===== src/rtl/core/sle_pkg.sv =====
// shared constants, types and helper functions of the serial line editor
// no dependencies
`timescale 1ns / 1ps

package sle_pkg;

    // line store geometry
    localparam int LINE_LEN  = 32;
    localparam int CNT_W     = $clog2(LINE_LEN);
    localparam int MEM_AW    = CNT_W + 1;
    localparam int MEM_DEPTH = 2 ** MEM_AW;

    // control characters
    localparam logic [7:0] CH_ESC = 8'h1B;
    localparam logic [7:0] CH_BS  = 8'h08;
    localparam logic [7:0] CH_UP  = 8'h41;
    localparam logic [7:0] CH_CR  = 8'h0D;
    localparam logic [7:0] CH_LF  = 8'h0A;
    localparam logic [7:0] CH_SP  = 8'h20;

    // result kinds
    typedef enum logic [1:0] {
        KIND_ECHO = 2'd0,
        KIND_LINE = 2'd1,
        KIND_END  = 2'd2
    } t_kind;

    // output value source
    typedef enum logic [1:0] {
        SRC_ECHO,
        SRC_MEM,
        SRC_ZERO
    } t_src;

    // fixed echo sequences
    typedef enum logic [1:0] {
        SEQ_BS,
        SEQ_CRLF,
        SEQ_CHAR,
        SEQ_FULL
    } t_seq;

    // action decoded from an accepted byte
    typedef enum logic [2:0] {
        ACT_NONE,
        ACT_RECALL,
        ACT_BS,
        ACT_CR,
        ACT_CR_EMPTY,
        ACT_CHAR,
        ACT_FULL
    } t_act;

    // controller states
    typedef enum logic [1:0] {
        S_IDLE,
        S_ECHO,
        S_WALK,
        S_END
    } t_state;

    // controller to datapath
    typedef struct packed {
        logic       accept;
        logic       load;
        t_kind      kind;
        t_src       src;
        logic       last;
        t_seq       seq;
        logic [1:0] step;
        logic       idx_inc;
        logic       finish;
    } t_cmd;

    // datapath to controller
    typedef struct packed {
        t_act act;
        logic out_free;
        logic walk_last;
        logic walk_hist;
    } t_stat;

    // final step index of an echo sequence
    function automatic logic [1:0] seq_last_step(input t_seq seq);
        logic [1:0] s;
        case (seq)
            SEQ_BS:   s = 2'd2;
            SEQ_CRLF: s = 2'd1;
            SEQ_CHAR: s = 2'd0;
            SEQ_FULL: s = 2'd3;
            default:  s = 2'd0;
        endcase
        return s;
    endfunction

    // character of an echo sequence at a given step
    function automatic logic [7:0] echo_char(input t_seq seq, input logic [1:0] step,
                                             input logic [7:0] b);
        logic [7:0] ch;
        case (seq)
            SEQ_BS:   ch = (step == 2'd1) ? CH_SP : CH_BS;
            SEQ_CRLF: ch = (step == 2'd0) ? CH_CR : CH_LF;
            SEQ_CHAR: ch = b;
            SEQ_FULL: begin
                case (step)
                    2'd0:    ch = b;
                    2'd2:    ch = CH_CR;
                    default: ch = CH_LF;
                endcase
            end
            default:  ch = b;
        endcase
        return ch;
    endfunction

endpackage


===== src/rtl/core/sle_if.sv =====
// request channel interfaces of the serial line editor
// depends on nothing; payload widths follow the byte and result fields
`timescale 1ns / 1ps

// received byte channel
interface sle_in_if;
    logic       valid;
    logic       ready;
    logic [7:0] rx_byte;

    modport source (output valid, output rx_byte, input ready);
    modport sink   (input valid, input rx_byte, output ready);
endinterface

// result channel
interface sle_out_if;
    logic       valid;
    logic       ready;
    logic [1:0] kind;
    logic [7:0] value;
    logic       last;

    modport source (output valid, output kind, output value, output last, input ready);
    modport sink   (input valid, input kind, input value, input last, output ready);
endinterface


===== src/rtl/core/serial_line_editor.sv =====
// top level of the serial line editor: controller plus datapath
// depends on sle_pkg, sle_if, sle_ctrl and sle_dpath
//
// Usage: bytes from a serial receiver enter on i_in (valid/ready, rx_byte).
// Each accepted byte yields zero or more results on o_out (kind, value,
// last): echo bytes (kind 0), completed line bytes (kind 1) and an end of
// line marker (kind 2). last marks the final result of one input byte.
// A byte is accepted while the controller is idle; its first result passes
// the state register and then the output register; results leave one per
// cycle while the receiver takes them. A byte with results holds the block
// until its last one is loaded: fixed echoes take one step each, and the
// line or history is walked one entry per cycle through the registered
// read port unless the output stalls; a full line gives 36 results. Bytes
// that cause no result are taken back to back. The next byte may be
// accepted while the last result still waits in the output register.
// Reset clears the line count, the history length, the escape skip and the
// output valid; the line and history memory need no clearing pass.
// When the receiver stalls, the output register holds and the sequencer
// waits; no result is lost.
`timescale 1ns / 1ps

module serial_line_editor (
    input  logic       i_clk,
    input  logic       i_rst_n,
    sle_in_if.sink     i_in,
    sle_out_if.source  o_out
);

    sle_pkg::t_cmd  cmd;
    sle_pkg::t_stat stat;
    logic           in_ready;
    logic           out_valid;
    logic [1:0]     out_kind;
    logic [7:0]     out_value;
    logic           out_last;

    // sequencing
    sle_ctrl u_ctrl (
        .i_clk      (i_clk),
        .i_rst_n    (i_rst_n),
        .i_in_valid (i_in.valid),
        .o_in_ready (in_ready),
        .i_stat     (stat),
        .o_cmd      (cmd)
    );

    // storage and output
    sle_dpath u_dpath (
        .i_clk       (i_clk),
        .i_rst_n     (i_rst_n),
        .i_rx_byte   (i_in.rx_byte),
        .i_cmd       (cmd),
        .o_stat      (stat),
        .o_out_valid (out_valid),
        .i_out_ready (o_out.ready),
        .o_kind      (out_kind),
        .o_value     (out_value),
        .o_last      (out_last)
    );

    // channel hookup
    assign i_in.ready  = in_ready;
    assign o_out.valid = out_valid;
    assign o_out.kind  = out_kind;
    assign o_out.value = out_value;
    assign o_out.last  = out_last;

endmodule


===== src/rtl/core/sle_ctrl.sv =====
// controller state machine of the serial line editor
// depends on sle_pkg; drives the datapath through t_cmd, reads t_stat
`timescale 1ns / 1ps

module sle_ctrl (
    input  logic           i_clk,
    input  logic           i_rst_n,
    input  logic           i_in_valid,
    output logic           o_in_ready,
    input  sle_pkg::t_stat i_stat,
    output sle_pkg::t_cmd  o_cmd
);

    sle_pkg::t_state r_state, n_state;
    sle_pkg::t_seq   r_seq, n_seq;
    logic [1:0]      r_step, n_step;

    // state register
    always_ff @(posedge i_clk) begin
        if (!i_rst_n) begin
            r_state <= sle_pkg::S_IDLE;
            r_seq   <= sle_pkg::SEQ_CHAR;
            r_step  <= 2'd0;
        end else begin
            r_state <= n_state;
            r_seq   <= n_seq;
            r_step  <= n_step;
        end
    end

    // next state and commands
    always_comb begin
        n_state       = r_state;
        n_seq         = r_seq;
        n_step        = r_step;
        o_in_ready    = 1'b0;
        o_cmd.accept  = 1'b0;
        o_cmd.load    = 1'b0;
        o_cmd.kind    = sle_pkg::KIND_ECHO;
        o_cmd.src     = sle_pkg::SRC_ECHO;
        o_cmd.last    = 1'b0;
        o_cmd.seq     = r_seq;
        o_cmd.step    = r_step;
        o_cmd.idx_inc = 1'b0;
        o_cmd.finish  = 1'b0;
        case (r_state)
            sle_pkg::S_IDLE: begin
                o_in_ready = 1'b1;
                if (i_in_valid) begin
                    o_cmd.accept = 1'b1;
                    n_step       = 2'd0;
                    case (i_stat.act)
                        sle_pkg::ACT_RECALL: n_state = sle_pkg::S_WALK;
                        sle_pkg::ACT_BS: begin
                            n_state = sle_pkg::S_ECHO;
                            n_seq   = sle_pkg::SEQ_BS;
                        end
                        sle_pkg::ACT_CR: begin
                            n_state = sle_pkg::S_ECHO;
                            n_seq   = sle_pkg::SEQ_CRLF;
                        end
                        sle_pkg::ACT_CR_EMPTY: n_state = sle_pkg::S_END;
                        sle_pkg::ACT_CHAR: begin
                            n_state = sle_pkg::S_ECHO;
                            n_seq   = sle_pkg::SEQ_CHAR;
                        end
                        sle_pkg::ACT_FULL: begin
                            n_state = sle_pkg::S_ECHO;
                            n_seq   = sle_pkg::SEQ_FULL;
                        end
                        default: n_state = sle_pkg::S_IDLE;
                    endcase
                end
            end
            // fixed echo characters, one per result
            sle_pkg::S_ECHO: begin
                if (i_stat.out_free) begin
                    o_cmd.load = 1'b1;
                    if (r_step == sle_pkg::seq_last_step(r_seq)) begin
                        if (r_seq inside {sle_pkg::SEQ_BS, sle_pkg::SEQ_CHAR}) begin
                            o_cmd.last = 1'b1;
                            n_state    = sle_pkg::S_IDLE;
                        end else begin
                            n_state = sle_pkg::S_WALK;
                        end
                    end else begin
                        n_step = r_step + 2'd1;
                    end
                end
            end
            // walk the line or the history, one entry per result
            sle_pkg::S_WALK: begin
                if (i_stat.out_free) begin
                    o_cmd.load    = 1'b1;
                    o_cmd.src     = sle_pkg::SRC_MEM;
                    o_cmd.kind    = i_stat.walk_hist ? sle_pkg::KIND_ECHO : sle_pkg::KIND_LINE;
                    o_cmd.last    = i_stat.walk_hist && i_stat.walk_last;
                    o_cmd.idx_inc = 1'b1;
                    if (i_stat.walk_last) begin
                        n_state = i_stat.walk_hist ? sle_pkg::S_IDLE : sle_pkg::S_END;
                    end
                end
            end
            // end marker and history update
            sle_pkg::S_END: begin
                if (i_stat.out_free) begin
                    o_cmd.load   = 1'b1;
                    o_cmd.src    = sle_pkg::SRC_ZERO;
                    o_cmd.kind   = sle_pkg::KIND_END;
                    o_cmd.last   = 1'b1;
                    o_cmd.finish = 1'b1;
                    n_state      = sle_pkg::S_IDLE;
                end
            end
            default: n_state = sle_pkg::S_IDLE;
        endcase
    end

endmodule


===== src/rtl/core/sle_dpath.sv =====
// datapath of the serial line editor: byte decode, counters, line and
// history memory, output register; depends on sle_pkg
`timescale 1ns / 1ps

module sle_dpath (
    input  logic           i_clk,
    input  logic           i_rst_n,
    input  logic [7:0]     i_rx_byte,
    input  sle_pkg::t_cmd  i_cmd,
    output sle_pkg::t_stat o_stat,
    output logic           o_out_valid,
    input  logic           i_out_ready,
    output logic [1:0]     o_kind,
    output logic [7:0]     o_value,
    output logic           o_last
);

    localparam int CW = sle_pkg::CNT_W;
    localparam int AW = sle_pkg::MEM_AW;

    // two banks: one holds the line, the other the history
    logic [7:0] mem [0:sle_pkg::MEM_DEPTH-1];

    logic [CW-1:0]  r_count, n_count;
    logic [CW-1:0]  r_hist_len, n_hist_len;
    logic [1:0]     r_skip, n_skip;
    logic           r_line_bank, n_line_bank;
    logic [CW-1:0]  r_idx, n_idx;
    logic           r_walk_hist, n_walk_hist;
    logic [7:0]     r_byte;
    logic [7:0]     r_rd_data;
    logic           r_out_valid, n_out_valid;
    sle_pkg::t_kind r_kind;
    logic [7:0]     r_value, n_value;
    logic           r_last;

    sle_pkg::t_act  act;
    logic [1:0]     acc_skip;
    logic [CW-1:0]  acc_count;
    logic           acc_wr;
    logic           wr_en;
    logic [AW-1:0]  wr_addr;
    logic [7:0]     wr_data;
    logic [AW-1:0]  rd_addr;
    logic           keep_hist;

    // decode the byte offered on the input
    always_comb begin
        act       = sle_pkg::ACT_NONE;
        acc_skip  = r_skip;
        acc_count = r_count;
        acc_wr    = 1'b0;
        if (r_skip != 2'd0) begin
            acc_skip = r_skip - 2'd1;
            if (r_skip == 2'd1 && i_rx_byte == sle_pkg::CH_UP && r_count == '0) begin
                acc_count = r_hist_len;
                if (r_hist_len != '0) begin
                    act = sle_pkg::ACT_RECALL;
                end
            end
        end else if (i_rx_byte == sle_pkg::CH_ESC) begin
            acc_skip = 2'd2;
        end else if (i_rx_byte == sle_pkg::CH_BS) begin
            if (r_count != '0) begin
                act       = sle_pkg::ACT_BS;
                acc_count = r_count - CW'(1);
            end
        end else if (i_rx_byte == sle_pkg::CH_CR) begin
            act = (r_count != '0) ? sle_pkg::ACT_CR : sle_pkg::ACT_CR_EMPTY;
        end else if (r_count < CW'(sle_pkg::LINE_LEN - 1)) begin
            acc_wr    = 1'b1;
            acc_count = r_count + CW'(1);
            act       = (r_count == CW'(sle_pkg::LINE_LEN - 2)) ? sle_pkg::ACT_FULL
                                                               : sle_pkg::ACT_CHAR;
        end
    end

    // next values of counters and walk index
    always_comb begin
        keep_hist   = i_cmd.finish && (r_count != '0);
        n_count     = r_count;
        n_hist_len  = r_hist_len;
        n_line_bank = r_line_bank;
        n_skip      = r_skip;
        n_idx       = r_idx;
        n_walk_hist = r_walk_hist;
        if (i_cmd.accept) begin
            n_count     = acc_count;
            n_skip      = acc_skip;
            n_idx       = '0;
            n_walk_hist = (act == sle_pkg::ACT_RECALL);
        end else begin
            if (i_cmd.idx_inc) begin
                n_idx = r_idx + CW'(1);
            end
            if (i_cmd.finish) begin
                n_count = '0;
            end
            if (keep_hist) begin
                n_hist_len  = r_count;
                n_line_bank = ~r_line_bank;
            end
        end
    end

    // control registers
    always_ff @(posedge i_clk) begin
        if (!i_rst_n) begin
            r_count     <= '0;
            r_hist_len  <= '0;
            r_skip      <= 2'd0;
            r_line_bank <= 1'b0;
            r_idx       <= '0;
            r_walk_hist <= 1'b0;
            r_out_valid <= 1'b0;
        end else begin
            r_count     <= n_count;
            r_hist_len  <= n_hist_len;
            r_skip      <= n_skip;
            r_line_bank <= n_line_bank;
            r_idx       <= n_idx;
            r_walk_hist <= n_walk_hist;
            r_out_valid <= n_out_valid;
        end
    end

    // memory write: new byte on accept, recalled byte during the history walk
    always_comb begin
        wr_en   = (i_cmd.accept && acc_wr) ||
                  (i_cmd.load && i_cmd.src == sle_pkg::SRC_MEM && r_walk_hist);
        wr_addr = i_cmd.accept ? {r_line_bank, r_count} : {r_line_bank, r_idx};
        wr_data = i_cmd.accept ? i_rx_byte : r_rd_data;
    end

    // read one entry ahead so r_rd_data always holds the current index
    assign rd_addr = {(n_walk_hist ? ~r_line_bank : r_line_bank), n_idx};

    always_ff @(posedge i_clk) begin
        if (wr_en) begin
            mem[wr_addr] <= wr_data;
        end
        r_rd_data <= mem[rd_addr];
    end

    // byte latch
    always_ff @(posedge i_clk) begin
        if (i_cmd.accept) begin
            r_byte <= i_rx_byte;
        end
    end

    // output register
    always_comb begin
        case (i_cmd.src)
            sle_pkg::SRC_ECHO: n_value = sle_pkg::echo_char(i_cmd.seq, i_cmd.step, r_byte);
            sle_pkg::SRC_MEM:  n_value = r_rd_data;
            default:           n_value = 8'h00;
        endcase
        if (i_cmd.load) begin
            n_out_valid = 1'b1;
        end else if (i_out_ready) begin
            n_out_valid = 1'b0;
        end else begin
            n_out_valid = r_out_valid;
        end
    end

    always_ff @(posedge i_clk) begin
        if (i_cmd.load) begin
            r_kind  <= i_cmd.kind;
            r_value <= n_value;
            r_last  <= i_cmd.last;
        end
    end

    // status to the controller
    always_comb begin
        o_stat.act       = act;
        o_stat.out_free  = !r_out_valid || i_out_ready;
        o_stat.walk_last = (r_idx == r_count - CW'(1));
        o_stat.walk_hist = r_walk_hist;
    end

    assign o_out_valid = r_out_valid;
    assign o_kind      = r_kind;
    assign o_value     = r_value;
    assign o_last      = r_last;

endmodule


===== src/flat_wrapper.sv =====
// flat-port wrapper written by rule: the top's interface ports become plain ports
module serial_line_editor_flat 
  (i_clk, i_rst_n, i_in_valid, i_in_rx_byte, i_in_ready, o_out_valid, o_out_kind, o_out_value, o_out_last, o_out_ready);
  sle_in_if i_in_i ();
  sle_out_if o_out_i ();
  input  logic i_clk;
  input  logic i_rst_n;
  input wire logic [$bits(i_in_i.valid)-1:0] i_in_valid;
  input wire logic [$bits(i_in_i.rx_byte)-1:0] i_in_rx_byte;
  output wire logic [$bits(i_in_i.ready)-1:0] i_in_ready;
  output wire logic [$bits(o_out_i.valid)-1:0] o_out_valid;
  output wire logic [$bits(o_out_i.kind)-1:0] o_out_kind;
  output wire logic [$bits(o_out_i.value)-1:0] o_out_value;
  output wire logic [$bits(o_out_i.last)-1:0] o_out_last;
  input wire logic [$bits(o_out_i.ready)-1:0] o_out_ready;
  assign i_in_i.valid = i_in_valid;
  assign i_in_i.rx_byte = i_in_rx_byte;
  assign i_in_ready = i_in_i.ready;
  assign o_out_valid = o_out_i.valid;
  assign o_out_kind = o_out_i.kind;
  assign o_out_value = o_out_i.value;
  assign o_out_last = o_out_i.last;
  assign o_out_i.ready = o_out_ready;
  serial_line_editor u_core (.i_clk(i_clk), .i_rst_n(i_rst_n), .i_in(i_in_i), .o_out(o_out_i));
endmodule

===== config.mk =====
export PLATFORM = sky130hd
export DESIGN_NAME = serial_line_editor_flat
export DESIGN_NICKNAME = d
export VERILOG_FILES = /design/src/rtl/core/sle_pkg.sv /design/src/rtl/core/sle_if.sv /design/src/rtl/core/serial_line_editor.sv /design/src/rtl/core/sle_ctrl.sv /design/src/rtl/core/sle_dpath.sv /design/src/flat_wrapper.sv
export SDC_FILE = /design/constraint.sdc
export NUM_CORES = 1
export LEC_CHECK = 0
export ABC_AREA = 1
export ABC_CLOCK_PERIOD_IN_PS = 7700
export BUFFER_PORTS_ARGS = -buffer_cell sky130_fd_sc_hd__buf_2
export CAP_MARGIN = 40
export CORE_ASPECT_RATIO = 0.7
export CORE_MARGIN = 2
export CORE_UTILIZATION = 45
export DETAILED_ROUTE_END_ITERATION = 10
export HOLD_SLACK_MARGIN = 0.15
export PLACE_DENSITY = 0.69
export SLEW_MARGIN = 20
export SYNTH_ARGS = -nofsm -noshare
export SYNTH_HDL_FRONTEND = slang
export SYNTH_SLANG_ARGS = --single-unit

===== constraint.sdc =====
create_clock -name i_clk -period 7.7 [get_ports i_clk]
set_input_delay 0.77 -clock i_clk [delete_from_list [all_inputs] [get_ports i_clk]]
set_output_delay 0.77 -clock i_clk [all_outputs]
set_load 0.02 [all_outputs]

Word-level counts from Yosys, hierarchy flattened
Memory sizes are Yosys's and may differ from the RTL's. A register that Yosys moved wholly into a read port is not among the register bits.
Index checks and enable logic that the tools add are counted.

storage, ports and cells
  output and inout bits = 13
  register bits = 45
  memories kept = 1
  RAM bits = 512
  logic and storage cells = 163
  input bits = 12

operators by class
  reductions and logical operators = 31
  bitwise logic cells = 2
  add/sub/neg operators = 5
  mux-type cells = 74
  equal/unequal tests = 35
  magnitude comparators = 1

memories
  name                depth  bits a word  rd ports  clocked after memory_dff  write ports  line             source
  u_core.u_dpath.mem  64     8            1         1                         1            sle_dpath.sv:22  logic [7:0] mem [0:sle_pkg::MEM_DEPTH-1];

operators by type and width
  kind                 number
  $mux 5               12
  $mux 2               17
  $pmux 8 s2           2
  $pmux 8 s4           1
  $pmux 2 s4           3
  $mux 1               23
  $mux 3               7
  $mux 6               3
  $eq 8x4->1 const B   2
  $reduce_and 6->1     2
  $reduce_bool 2->1    6
  $add 5x1->5 const B  2
  $eq 2x1->1 const B   5
  $eq 2x2->1 const B   5
  $reduce_bool 5->1    2
  $eq 3x3->1 const B   3
  $eq 8x5->1 const B   1
  $eq 8x7->1 const B   1
  $logic_not 2->1      4
  $mux 8               1
  $ne 2x2->1 const B   4
  $pmux 4 s2           1
  $logic_and 1x1->1    7
  $eq 3x2->1 const B   2
  26 further kinds     32

Logic depth before layout (Yosys ltp)
  word-level depth = 12
  depth in mapped cells = 15
  gate-level depth less buffers = 14

Cells and area by module
A second synthesis with hierarchy kept.

second synthesis, totals
  cells, all modules = 2637
  area total of the unflattened synthesis = 25773.5 um^2

modules (own cells, without submodules)
  module     instances  cells each  area each (um^2)  seq. area each (um^2)
  sle_dpath  1          2537        25206.7           16505.8
  sle_ctrl   1          100         566.8             120.1

Least setup slack after synthesis
No wires, ideal clock.

  path kind = in2reg
  start point = input i_in_valid
  end point = memory u_core.u_dpath.mem[0][4] (data pin)
  arrival time = 4.069 ns
  buffers on the path = 4
  stages on the path = 6
  setup time = 0.702 ns
  setup slack = 2.929 ns
  required time = 6.998 ns
  cell sequence = nand2_2 > buf_6 > clkbuf_1 > buf_2 > clkbuf_1 > o21ai_0

on the way
  longest elaborated chain between the ends = 3

ends and longest elaborated chain
  element                        line               source
  start: declaration             flat_wrapper.sv:8  input wire logic [$bits(i_in_i.valid)-1:0] i_in_valid;
  $mux 1                         sle_ctrl.sv:49     if (i_in_valid) begin
  $mux 1                         sle_ctrl.sv:46     case (r_state)
  $mux 8                         sle_dpath.sv:132   wr_data = i_cmd.accept ? i_rx_byte : r_rd_data;
  via u_core.u_dpath.wr_data[4]  sle_dpath.sv:43    logic [7:0] wr_data;
  end: declaration               sle_dpath.sv:22

The timed path passes the listed nets, and every way through them passes these cells.

Final worst setup path
  start point = register u_core.u_ctrl.r_state[1]
  end point = register u_core.u_dpath.r_rd_data[1] (read register of u_core.u_dpath.mem)

on the way
  longest elaborated chain between the ends = 4
  elaborated cells between the ends (all ways) = 8
  those cells by class = 1 x eq/ne; 6 x mux; 1 x reduce/logical

ends and longest elaborated chain
  element                                               line                               source
  start: declaration                                    sle_ctrl.sv:14                     sle_pkg::t_state r_state, n_state;
  start signal: assignment                              sle_ctrl.sv:21                     r_state <= sle_pkg::S_IDLE;
  start signal: assignment                              sle_ctrl.sv:25                     r_state <= n_state;
  $eq 2x2->1 / $logic_not 2->1 (equally long branches)  sle_ctrl.sv:46
  $mux 1                                                sle_ctrl.sv:46
  $mux 5 / $mux 1 (equally long branches)               sle_dpath.sv:93, sle_dpath.sv:87
  $mux 5 / $mux 1 (equally long branches)               sle_dpath.sv:87, sle_dpath.sv:136
  end: declaration                                      sle_dpath.sv:31                    logic [7:0] r_rd_data;

Several ways; a longest one is shown, not always the timed one.
A chain may end at the register's enable or synchronous reset.

==> out/metrics.csv <==
stage;metric;value;unit
placement;numPortBuffers;24;
clocking;cts.sinks;565;
run_status;status;complete, no violations;
routing;post_drt_wl_per_cell;20.9;um
setup_path;reg2reg_to;u_core.u_dpath.r_rd_data[1];
final_layout;utilization;50.6;%
routing;first_iter_violations;2463;
setup_path;arrival;4.52;ns
setup_path;crit_fanout;236;
synth;syn_area;26100;um2
routing;drc;0;
synth;synth_edf_count;531;
global_routing;grt_first_pass_wirelength;107;mm
global_routing;grt_pass1_vias;17800;
timing;tightest_slew;1.02;ns
routing;post_drt_via_cell_ratio;5.68;
setup_path;rrSetupSlack;3.70;ns
flow_run;cap_violations;0;
hold_path;hold_path.startpoint;i_in_rx_byte[4];
clocking;ctsHoldBuffers;0;
pwr;p_per_area;354;nW/um2
timing;holdWs;0.397;ns
timing;hold_viol_final;0;
clocking;htree_levels;2;
synth;synth-seq-cells;565;
final_layout;layout.nets;2578;
timing;slew_violations;0;
synth;synthesis.instances;2580;
timing;finClkSkew;0.0246;ns
global_routing;grt_overflow;0;
setup_path;startpoint;u_core.u_ctrl.r_state[1];
clocking;clkTransAtPathRegs;0.07;ns
timing;min_period;4.00;ns
global_routing;grt_usage;23.3;%
timing;max_freq;250;MHz
die;io_pins;25;
synth;synth_warnings;0;
clocking;cts_root_buf;clkbuf_16;
setup_path;criticalPathCategory;reg -> reg;
timing;setup_viol;0;
placement;hpwlAfterDp;40.9;mm
setup_path;start_kind;flip-flop;
routing;drt_pass1_iterations;6;
setup_path;r2r-start;u_core.u_ctrl.r_state[1];
setup_path;worst-r2r-cell-count;15;
die;die_h;205;um
global_routing;antenna_found_initial;1;
synth;syn_nets;2606;
timing;rsz0062_at_grt;false;
clocking;cts_tree;built;
global_routing;grt_max_degree;237;
final_layout;syn2layout_area_growth;10.5;%
die;rows;73;
timing;finalSetupTns;0;ns
hold_path;hp-class;in -> reg;
pwr;p_leak;11.8;nW
routing;vias;19000;
pwr;peakVddDrop;278;uV
die;die_x;292;um
timing;post-route-period-util;52.0;%
setup_path;required;8.22;ns
timing;max_slew_margin;32.0;%
placement;gp_congestion;0.888;
final_layout;drive_gt1_share;7.79;%
die;die_area;59900;um2
routing;postRouteAntennaNets;0;
routing;routed_wl;69.7;mm
clocking;clkLatencyLatePin;0.60;ns
synth;synth_cell_type_count;44;
clocking;clk_path_buf_depth;3;
synth;postSynthAreaPerCell;10.1;um2
clocking;numCtsBuffers;50;
hold_path;hold_depth;1;
clocking;cts_setup_buffers;0;
setup_path;cp-end-kind;flip-flop;
die;initial_core_util;45.8;%
synth;ys_seq_area_share;63.7;%
clocking;cts_resized;0;
hold_path;min_delay_worst_endpoint;u_core.u_dpath.r_byte[4];
synth;ys_async_sr_fraction;0;%
synth;synth_flop_cell;edfxtp_1;
die;core-area;57000;um2
flip-flops by register name (all words and copies together), names as in the netlist, 2 cells and up:
register,flops
u_core.u_dpath.mem,512
u_core.u_dpath.o_kind,2
u_core.u_ctrl.r_state,2
u_core.u_dpath.r_skip,2
u_core.u_ctrl.r_step,2
u_core.u_ctrl.r_seq,2
u_core.u_dpath.r_byte,8
u_core.u_dpath.r_rd_data,8
u_core.u_dpath.r_idx,5
u_core.u_dpath.r_hist_len,5
u_core.u_dpath.r_count,5
u_core.u_dpath.o_value,8
synth_stat cells (3+ instances only):
master / instances / area, um2
inv_1: 496 / 1860
nand3_4: 4 / 70.1
dfxtp_1: 34 / 681
nor3_1: 9 / 45.0
buf_6: 6 / 67.6
o31ai_1: 3 / 22.5
nand4_4: 4 / 85.1
a32o_1: 3 / 30.0
nand4_1: 183 / 1140
clkbuf_1: 46 / 173
buf_1: 17 / 63.8
a31oi_1: 3 / 18.8
nand2_1: 417 / 1570
o211ai_2: 8 / 100
edfxtp_1: 531 / 15900
nand3_1: 440 / 2200
a21oi_1: 35 / 175
xor2_1: 6 / 52.6
buf_2: 80 / 400
ha_1: 14 / 175
nor2_1: 95 / 357
o21ai_0: 105 / 526
inv_2: 9 / 33.8
per-layer routing:
metal	GRT usage [%]	share of wire, %
met5	0	0
met4	6.76	2.4
met3	7.50	13
met2	33.3	42
met1	33.8	43
cell usage in the layout (no fill, tap or decap), types with 14 or more instances in the layout:
cell and n:
o21ai_0 99, clkbuf_16 51, buf_2 25, nand3_1 439, clkinv_2 15, a21oi_1 35, edfxtp_1 531, nand2_1 415
nor2_1 94, dfxtp_1 34, ha_1 14, buf_4 32, inv_1 495, nand4_1 183
worst max-delay path, stage by stage, from the launching register on:
cell     delay [ns]
dfxtp_1        0.37
nor2_4         0.26
nand2_8        0.30
buf_16         0.35
nand3_4        0.15
buf_12         0.70
buf_4          0.45
buf_16         0.30
nand2_1        0.10
o21ai_0        0.12
nand2_1        0.08
nand3_1        0.10
nand3_1        0.16
nand3_1        0.13
nand3_1        0.13
nand2_1        0.10
worst max-delay path by stage:
stage                                        to  slack [ns]  cells after the start
floorplan              u_core.u_dpath.mem[0][4]        2.93                      6
global placement    u_core.u_dpath.r_rd_data[3]        2.93                     13
detailed placement  u_core.u_dpath.r_rd_data[5]        3.26                     13
CTS                 u_core.u_dpath.r_rd_data[1]        3.73                     15
global route        u_core.u_dpath.r_rd_data[1]        3.42                     15
finish              u_core.u_dpath.r_rd_data[1]        3.70                     15
stage by stage:
stage	power (mW)	worst slack (ns)	std cells	cell area (um2)
finish	10.2	3.70	3344	28800
global route	10.7	3.42	3343	28800
CTS	10.0	3.73	3323	28500
detailed placement	7.48	3.26	3230	26800
global placement	7.39	2.93	3225	26700
floorplan	6.34	2.93	2580	26100
area by class of cell:
| cell class | count | area [um2] |
|---|---|---|
| Clock inverter | 34 | 345 |
| Tap cell | 750 | 938 |
| Timing Repair Buffer | 71 | 713 |
| Clock buffer | 59 | 1330 |
| Antenna cell | 1 | 2.50 |
| Sequential cell | 565 | 16600 |
| Inverter | 505 | 1900 |
| Multi-Input combinational cell | 1359 | 6970 |
| Fill cell | 5005 | 28200 |
report_power, final:
part           switching, mW  internal (mW)
registers              0.112           3.98
logic                   2.62          0.894
clock network           1.13           1.47
total                   3.86           6.34
kinds of logic after synthesis:
family | count (synthesis) | share of synthesized area (%)
AOI/OAI and AO/OA | 171 | 3.82
xor gates and xnor gates | 8 | 0.269
adders and majority gates | 14 | 0.671
buffers and inverters | 656 | 10.0
DFF | 565 | 63.7
and+or+nand+nor | 1166 | 21.5
Power figures use the tool's default switching activity.
